### src/rtl/setpoint_ramp_generator_macros.svh
// Assertion macros for the setpoint ramp generator.
// Uses the clk and rst_n names of the module that includes this file.
`ifndef SETPOINT_RAMP_GENERATOR_MACROS_SVH
`define SETPOINT_RAMP_GENERATOR_MACROS_SVH

`ifndef SYNTH

// Consequent must hold in the same cycle as the antecedent
`define SRG_ASSERT_SAME(label, ante, cons) \
    label: assert property (@(posedge clk) disable iff (!rst_n) (ante) |-> (cons)) \
        else $error("setpoint ramp generator check failed");

// Consequent must hold in the cycle after the antecedent
`define SRG_ASSERT_NEXT(label, ante, cons) \
    label: assert property (@(posedge clk) disable iff (!rst_n) (ante) |=> (cons)) \
        else $error("setpoint ramp generator check failed");

`else

`define SRG_ASSERT_SAME(label, ante, cons)
`define SRG_ASSERT_NEXT(label, ante, cons)

`endif

`endif

### src/rtl/srg_pkg.sv
// Shared constants for the setpoint ramp generator.
// No dependencies.
package srg_pkg;

    localparam int DEF_VALUE_WIDTH = 32;
    localparam int PERIOD_WIDTH    = 16;   // frame period is unsigned Q0.16
    localparam int CFG_IDX_WIDTH   = 3;

    typedef logic [CFG_IDX_WIDTH-1:0] cfg_idx_t;

    localparam cfg_idx_t CFG_MODE          = 3'd0;
    localparam cfg_idx_t CFG_INCREASE_STEP = 3'd1;
    localparam cfg_idx_t CFG_DECREASE_STEP = 3'd2;
    localparam cfg_idx_t CFG_FRAME_PERIOD  = 3'd3;
    localparam cfg_idx_t CFG_MAX_OUTPUT    = 3'd4;
    localparam cfg_idx_t CFG_MIN_OUTPUT    = 3'd5;

    localparam logic MODE_SLEW      = 1'b0;
    localparam logic MODE_INTEGRATE = 1'b1;

endpackage

### src/rtl/setpoint_ramp_generator.sv
// Setpoint ramp generator: slew-rate limiter with measured snap, or clamped integrator.
// Inputs are registered in target_reg/measured_reg, then the result in current_output_reg.
// Throughput: 1 item per cycle unless stalled; current_output and plan update per item.
// Reset: asynchronous, active low; clears configuration, state and both valid flags.
// Depends on srg_pkg and setpoint_ramp_generator_macros.svh.
`include "setpoint_ramp_generator_macros.svh"

module setpoint_ramp_generator
    import srg_pkg::*;
#(
    parameter int VALUE_WIDTH = DEF_VALUE_WIDTH
)
(
    input  logic                          clk,
    input  logic                          rst_n,

    input  logic                          cfg_valid,
    output logic                          cfg_ready,
    input  cfg_idx_t                      cfg_index,
    input  logic [VALUE_WIDTH-1:0]        cfg_data,

    input  logic                          in_valid,
    output logic                          in_stall,
    input  logic signed [VALUE_WIDTH-1:0] target,
    input  logic signed [VALUE_WIDTH-1:0] measured,

    output logic                          out_valid,
    input  logic                          out_stall,
    output logic signed [VALUE_WIDTH-1:0] output_res
);

    localparam int W  = VALUE_WIDTH;
    localparam int PW = PERIOD_WIDTH;

    localparam logic signed [W-1:0] VAL_MAX = {1'b0, {(W-1){1'b1}}};
    localparam logic signed [W-1:0] VAL_MIN = {1'b1, {(W-1){1'b0}}};
    localparam logic signed [W+PW:0] ROUND_HALF = {{(W+1){1'b0}}, 1'b1, {(PW-1){1'b0}}};

    // Configuration
    logic                  mode_reg;
    logic [W-2:0]          increase_step_reg;
    logic [W-2:0]          decrease_step_reg;
    logic [PW-1:0]         frame_period_reg;
    logic signed [W-1:0]   max_output_reg;
    logic signed [W-1:0]   min_output_reg;

    // State
    logic signed [W-1:0]   current_output_reg;
    logic signed [W-1:0]   planned_value_reg;
    logic signed [W-1:0]   output_next;
    logic signed [W-1:0]   planned_next;

    // Input stage and handshake
    logic                  in_valid_reg;
    logic                  out_valid_reg;
    logic signed [W-1:0]   target_reg;
    logic signed [W-1:0]   measured_reg;
    logic                  advance;
    logic                  in_take;
    logic                  fire;

    // Slew path
    logic                  snap;
    logic signed [W-1:0]   o_snap;
    logic signed [W:0]     diff_s;
    logic [W:0]            diff_mag;
    logic                  up;
    logic                  use_inc;
    logic [W-2:0]          step_sel;
    logic signed [W:0]     step_ext;
    logic signed [W:0]     step_sum;
    logic signed [W-1:0]   step_sat;
    logic signed [W-1:0]   slew_out;

    // Integrate path
    logic signed [W+PW:0]  prod;
    logic signed [W+PW:0]  prod_round;
    logic signed [W:0]     delta;
    logic signed [W+1:0]   int_sum;
    logic signed [W-1:0]   int_sat;
    logic signed [W-1:0]   int_out;

    assign cfg_ready  = 1'b1;
    assign advance    = !out_valid_reg || !out_stall;
    assign in_stall   = in_valid_reg && !advance;
    assign in_take    = in_valid && !in_stall;
    assign fire       = in_valid_reg && advance;
    assign out_valid  = out_valid_reg;
    assign output_res = current_output_reg;

    // Slew: snap to measured when it lies between plan and target, then step from there
    always_comb
    begin
        snap = ((target_reg >= measured_reg) && (measured_reg >= planned_value_reg)) ||
               ((target_reg <= measured_reg) && (measured_reg <= planned_value_reg));
        o_snap = snap ? measured_reg : current_output_reg;

        diff_s   = {planned_value_reg[W-1], planned_value_reg} - {target_reg[W-1], target_reg};
        diff_mag = diff_s[W] ? (W+1)'(-diff_s) : diff_s;

        up = target_reg > planned_value_reg;
        // increase step when moving away from zero, or from a zero plan
        use_inc = (planned_value_reg == '0) ||
                  (!planned_value_reg[W-1] && up) ||
                  (planned_value_reg[W-1] && !up);
        step_sel = use_inc ? increase_step_reg : decrease_step_reg;
        step_ext = $signed({2'b00, step_sel});

        step_sum = up ? ({o_snap[W-1], o_snap} + step_ext) : ({o_snap[W-1], o_snap} - step_ext);
        if (step_sum[W] != step_sum[W-1])
            step_sat = step_sum[W] ? VAL_MIN : VAL_MAX;
        else
            step_sat = step_sum[W-1:0];

        if (target_reg == planned_value_reg)
            slew_out = o_snap;
        else if (diff_mag > {2'b00, step_sel})
            slew_out = step_sat;
        else
            slew_out = target_reg;
    end

    // Integrate: round(target * period), saturating add, then clamp (upper test first)
    always_comb
    begin
        prod       = target_reg * $signed({1'b0, frame_period_reg});
        prod_round = prod + ROUND_HALF;
        delta      = prod_round[W+PW:PW];
        int_sum    = {{2{current_output_reg[W-1]}}, current_output_reg} + {delta[W], delta};
        if ((int_sum[W+1] != int_sum[W]) || (int_sum[W] != int_sum[W-1]))
            int_sat = int_sum[W+1] ? VAL_MIN : VAL_MAX;
        else
            int_sat = int_sum[W-1:0];

        if (int_sat > max_output_reg)
            int_out = max_output_reg;
        else if (int_sat < min_output_reg)
            int_out = min_output_reg;
        else
            int_out = int_sat;
    end

    always_comb
    begin
        if (mode_reg == MODE_SLEW)
        begin
            output_next  = slew_out;
            planned_next = slew_out;
        end
        else
        begin
            output_next  = int_out;
            planned_next = planned_value_reg;
        end
    end

    always_ff @(posedge clk or negedge rst_n)
    begin
        if (!rst_n)
        begin
            mode_reg           <= MODE_SLEW;
            increase_step_reg  <= '0;
            decrease_step_reg  <= '0;
            frame_period_reg   <= '0;
            max_output_reg     <= '0;
            min_output_reg     <= '0;
            current_output_reg <= '0;
            planned_value_reg  <= '0;
            in_valid_reg       <= 1'b0;
            out_valid_reg      <= 1'b0;
        end
        else
        begin
            if (cfg_valid && cfg_ready)
            begin
                case (cfg_index)
                    CFG_MODE:          mode_reg          <= cfg_data[0];
                    CFG_INCREASE_STEP: increase_step_reg <= cfg_data[W-2:0];
                    CFG_DECREASE_STEP: decrease_step_reg <= cfg_data[W-2:0];
                    CFG_FRAME_PERIOD:  frame_period_reg  <= cfg_data[PW-1:0];
                    CFG_MAX_OUTPUT:    max_output_reg    <= $signed(cfg_data);
                    CFG_MIN_OUTPUT:    min_output_reg    <= $signed(cfg_data);
                    default: ;
                endcase
            end

            if (in_take)
                in_valid_reg <= 1'b1;
            else if (fire)
                in_valid_reg <= 1'b0;

            if (fire)
                out_valid_reg <= 1'b1;
            else if (!out_stall)
                out_valid_reg <= 1'b0;

            if (fire)
            begin
                current_output_reg <= output_next;
                planned_value_reg  <= planned_next;
            end
        end
    end

    always_ff @(posedge clk)
    begin
        if (in_take)
        begin
            target_reg   <= target;
            measured_reg <= measured;
        end
    end

    // A held input item is not overwritten while the result register is blocked
    `SRG_ASSERT_NEXT(a_hold_input, in_valid_reg && !advance, in_valid_reg && $stable(target_reg) && $stable(measured_reg))
    // Slew mode: the result becomes the new plan
    `SRG_ASSERT_NEXT(a_slew_plan, fire && (mode_reg == MODE_SLEW), planned_value_reg == current_output_reg)
    // Integrate mode leaves the plan alone
    `SRG_ASSERT_NEXT(a_int_plan, fire && (mode_reg == MODE_INTEGRATE), $stable(planned_value_reg))
    // Integrate mode with a sane clamp range stays inside it
    `SRG_ASSERT_NEXT(a_int_clamp, fire && (mode_reg == MODE_INTEGRATE) && (min_output_reg <= max_output_reg), (current_output_reg <= $past(max_output_reg)) && (current_output_reg >= $past(min_output_reg)))
    // A result appears only after an item was processed
    `SRG_ASSERT_SAME(a_out_source, $rose(out_valid_reg), $past(fire))

endmodule
### config.mk
export PLATFORM = sky130hd
export DESIGN_NAME = setpoint_ramp_generator
export DESIGN_NICKNAME = d
export VERILOG_FILES = /design/src/rtl/srg_pkg.sv /design/src/rtl/setpoint_ramp_generator.sv
export VERILOG_INCLUDE_DIRS = /design/src /design/src/rtl
export SDC_FILE = /design/constraint.sdc
export NUM_CORES = 2
export LEC_CHECK = 0
export BUFFER_PORTS_ARGS = -buffer_cell sky130_fd_sc_hd__buf_2
export CORE_MARGIN = 2
export CORE_UTILIZATION = 45
export CTS_CLUSTER_DIAMETER = 30
export CTS_CLUSTER_SIZE = 40
export DETAILED_ROUTE_END_ITERATION = 10
export MAX_ROUTING_LAYER = met4
export SLEW_MARGIN = 20
export SYNTH_ARGS = -nofsm -noshare
export SYNTH_HDL_FRONTEND = slang
export SYNTH_SLANG_ARGS = --single-unit
export TNS_END_PERCENT = 10
### constraint.sdc
create_clock -name clk -period 12.1 [get_ports clk]
set_input_delay 0.605 -clock clk [delete_from_list [all_inputs] [get_ports clk]]
set_output_delay 0.605 -clock clk [all_outputs]
set_load 0.01 [all_outputs]
==> run metrics <==
status finished with violations; failing checks negative hold slack, negative setup slack; DIE AREA approximately 0.096 mm^2; Synth async-reset ratio roughly three quarters; leading post-synthesis cells by cell area fa_1 (23%), dfrtp_1 (12%), ha_1 (12%); CTS Root Cell clkbuf_16; Netlist cell types between 90 and 100; clock slew seen by the registers of the worst setup and hold paths roughly 50 ps; syn_nets approximately 5,800; initial antenna violation count 14; total of max-cap violations 0; vias in the first global route around 37,000; Main synth FF type dfrtp_1; I/O pins 139; WL met2 between 60 and 70 mm; vias approximately 37,000; drt drc 0; post-synthesis register bit count roughly 270; ANT nets after route 0; Worst EP arrival between 10,000 and 15,000 ps; clock sinks 273; final core utilization a little over half; data required time of the critical path approximately 13,000 ps; chip width roughly 310 um; Mapped Cells 4,764; Hold Crit Class input port to async pin; die height between 300 and 400 um; critical path type register to register; period utilisation layout 101%; # setup viols final 13; Total GRT Usage around 34%; Crit path top cell by count a21o_1; Worst Clk Skew roughly 43 ps; met3 WL post-DR ~12 mm; max_slew headroom 21.7%; CP Max Fanout 10; Max Slew Vio Count 0; Max Freq between 80 and 90 MHz; Final Hold Fails 17; final worst slack -130 ps; drt total wl about 150 mm; DP HPWL around 130 mm; RSZ-0062 raised after global routing yes; clock buffer depth 3; EDFF count, synth 64; Ys Warns 0; first-pass GRT wire length around 230 mm; post-synth top area cell fa_1; worst slew pin tran about 1200 ps; starting density of the core a little under half; Crit. End Element register; via density per instance between 5 and 6; Min Hold Slack -38.5 ps; CTS tree yes; Place WS -599 ps; largest net degree at the start of global routing ~80; most frequent cells in the layout inv_1 (815), fa_1 (483), nand2_1 (439); Buffers on Ports between 100 and 150; Crit path largest cell delay between 500 and 600 ps; min Tclk post-route between 10,000 and 15,000 ps; syn avg cell area 8.81 um^2; Mapped Area about 0.042 mm^2; DR pass1 iterations 5; # nets final just over 6,000; gr ovfl total 0; post-synthesis sequential area ratio 17.0%; row cnt 112; fraction of layout cells with a size suffix above 1 between 10% and 20%; most common cell after layout, fill and taps aside inv_1; drt first-iter violations between 3,000 and 4,000; Slowest cell on crit path fa_1; wire length per cell 23.6 um; uppermost layer routed met4; later-pin clock latency in the skew report between 600 and 700 ps; wl on met1 between 60 and 70 mm; core area slightly above 0.09 mm^2; share of the synthesized area in the top cell type 23.4%; Setup crit start kind register; post-route setup TNS -681 ps; CTS Buf Count 75; CTS H-Tree Depth 3; Area Overhead vs Synth 20.4%; placer congestion estimate around 1
-- final cells by class --
type / instances / area, um^2
inverters: 823 / 3090
diodes: 3 / 7.51
clock buffers: 85 / 1980
fillers: 8527 / 42400
well taps: 1254 / 1570
multi-input cells: 3482 / 31800
flip-flops and latches: 273 / 7160
clock inverters: 53 / 598
repair buffers: 581 / 4300
-- stage by stage --
| step | cells | area, um^2 |
|---|---|---|
| 5_1_grt | 6552 | 50500 |
| 3_3_place_gp | 6359 | 46600 |
| 4_1_cts | 6529 | 49800 |
| 6_report | 6554 | 50500 |
| 3_5_place_dp | 6359 | 46600 |
| 2_1_floorplan | 4764 | 42000 |
-- synthesized netlist by cell type, drive strengths merged, types with 39 or more instances --
| master | instances |
|---|---|
| inv | 823 |
| fa | 491 |
| nand2 | 441 |
| ha | 400 |
| and2 | 340 |
| o21ai | 229 |
| a21oi | 223 |
| dfrtp | 209 |
| nor2 | 174 |
| clkbuf | 158 |
| mux2 | 130 |
| xnor2 | 110 |
| a21o | 94 |
| nor3 | 88 |
| edfxtp | 64 |
| nand3 | 61 |
| mux2i | 57 |
| xor2 | 51 |
| nand4 | 48 |
| o21a | 39 |
-- critical path: cells and delay by family, from the launching register on --
family          cells  cell delay, ps
xor+xnor            1             190
compound gates     18            3680
flops               1             440
simple gates       10            1680
mux                 1             290
buf+inv            13            1820
fa+ha+maj           9            3990
-- metal layers --
metal  track usage, %  vias up
li1                 -    16840
met1             46.4    18409
met2             50.4     1513
met3             5.42      264
met4             11.7        0
met5                -        -
-- worst paths after layout --
kind | start | to | slack [ps] | depth (start not counted)
max in group asynchronous | rst_n | decrease_step_reg[6]$_DFFE_PN0P_ | 9880 | 3
max | target_reg[9]$_DFFE_PP_ | output_res[23]$_DFFE_PN0P_ | -130 | 52
min reg2reg | min_output_reg[11]$_DFFE_PN0P_ | min_output_reg[11]$_DFFE_PN0P_ | 500 | 1
max reg2reg | target_reg[9]$_DFFE_PP_ | output_res[23]$_DFFE_PN0P_ | -130 | 52
min in group clk | target[19] | target_reg[19]$_DFFE_PP_ | 120 | 1
min | rst_n | min_output_reg[19]$_DFFE_PN0P_ | -40 | 1
-- logic make-up (layout without fill, tap and decap cells) --
logic type / count (synthesis) / count (layout) / synth area share, %
simple gates: 1341 / 1341 / 16.2
buf+inv: 1009 / 1542 / 9.12
compound gates: 900 / 900 / 14.0
fa+ha+maj: 892 / 892 / 35.4
flops: 273 / 273 / 17.0
mux: 187 / 187 / 4.86
xor+xnor: 161 / 161 / 3.36
other cells: 1 / 4 / 0.00893
-- repair_timing --
item / 4_1_cts / 5_1_grt
setup buffers: 32 / 22
pin swaps: 76 / 100
gates resized for setup: 104 / 130
hold buffers: 0 / 0
setup endpoints to repair: 32 / 32
cloned: 1 / 1
Power is not shown: default switching activity piles up to over one toggle a cycle in this logic, so the estimate is an artifact.
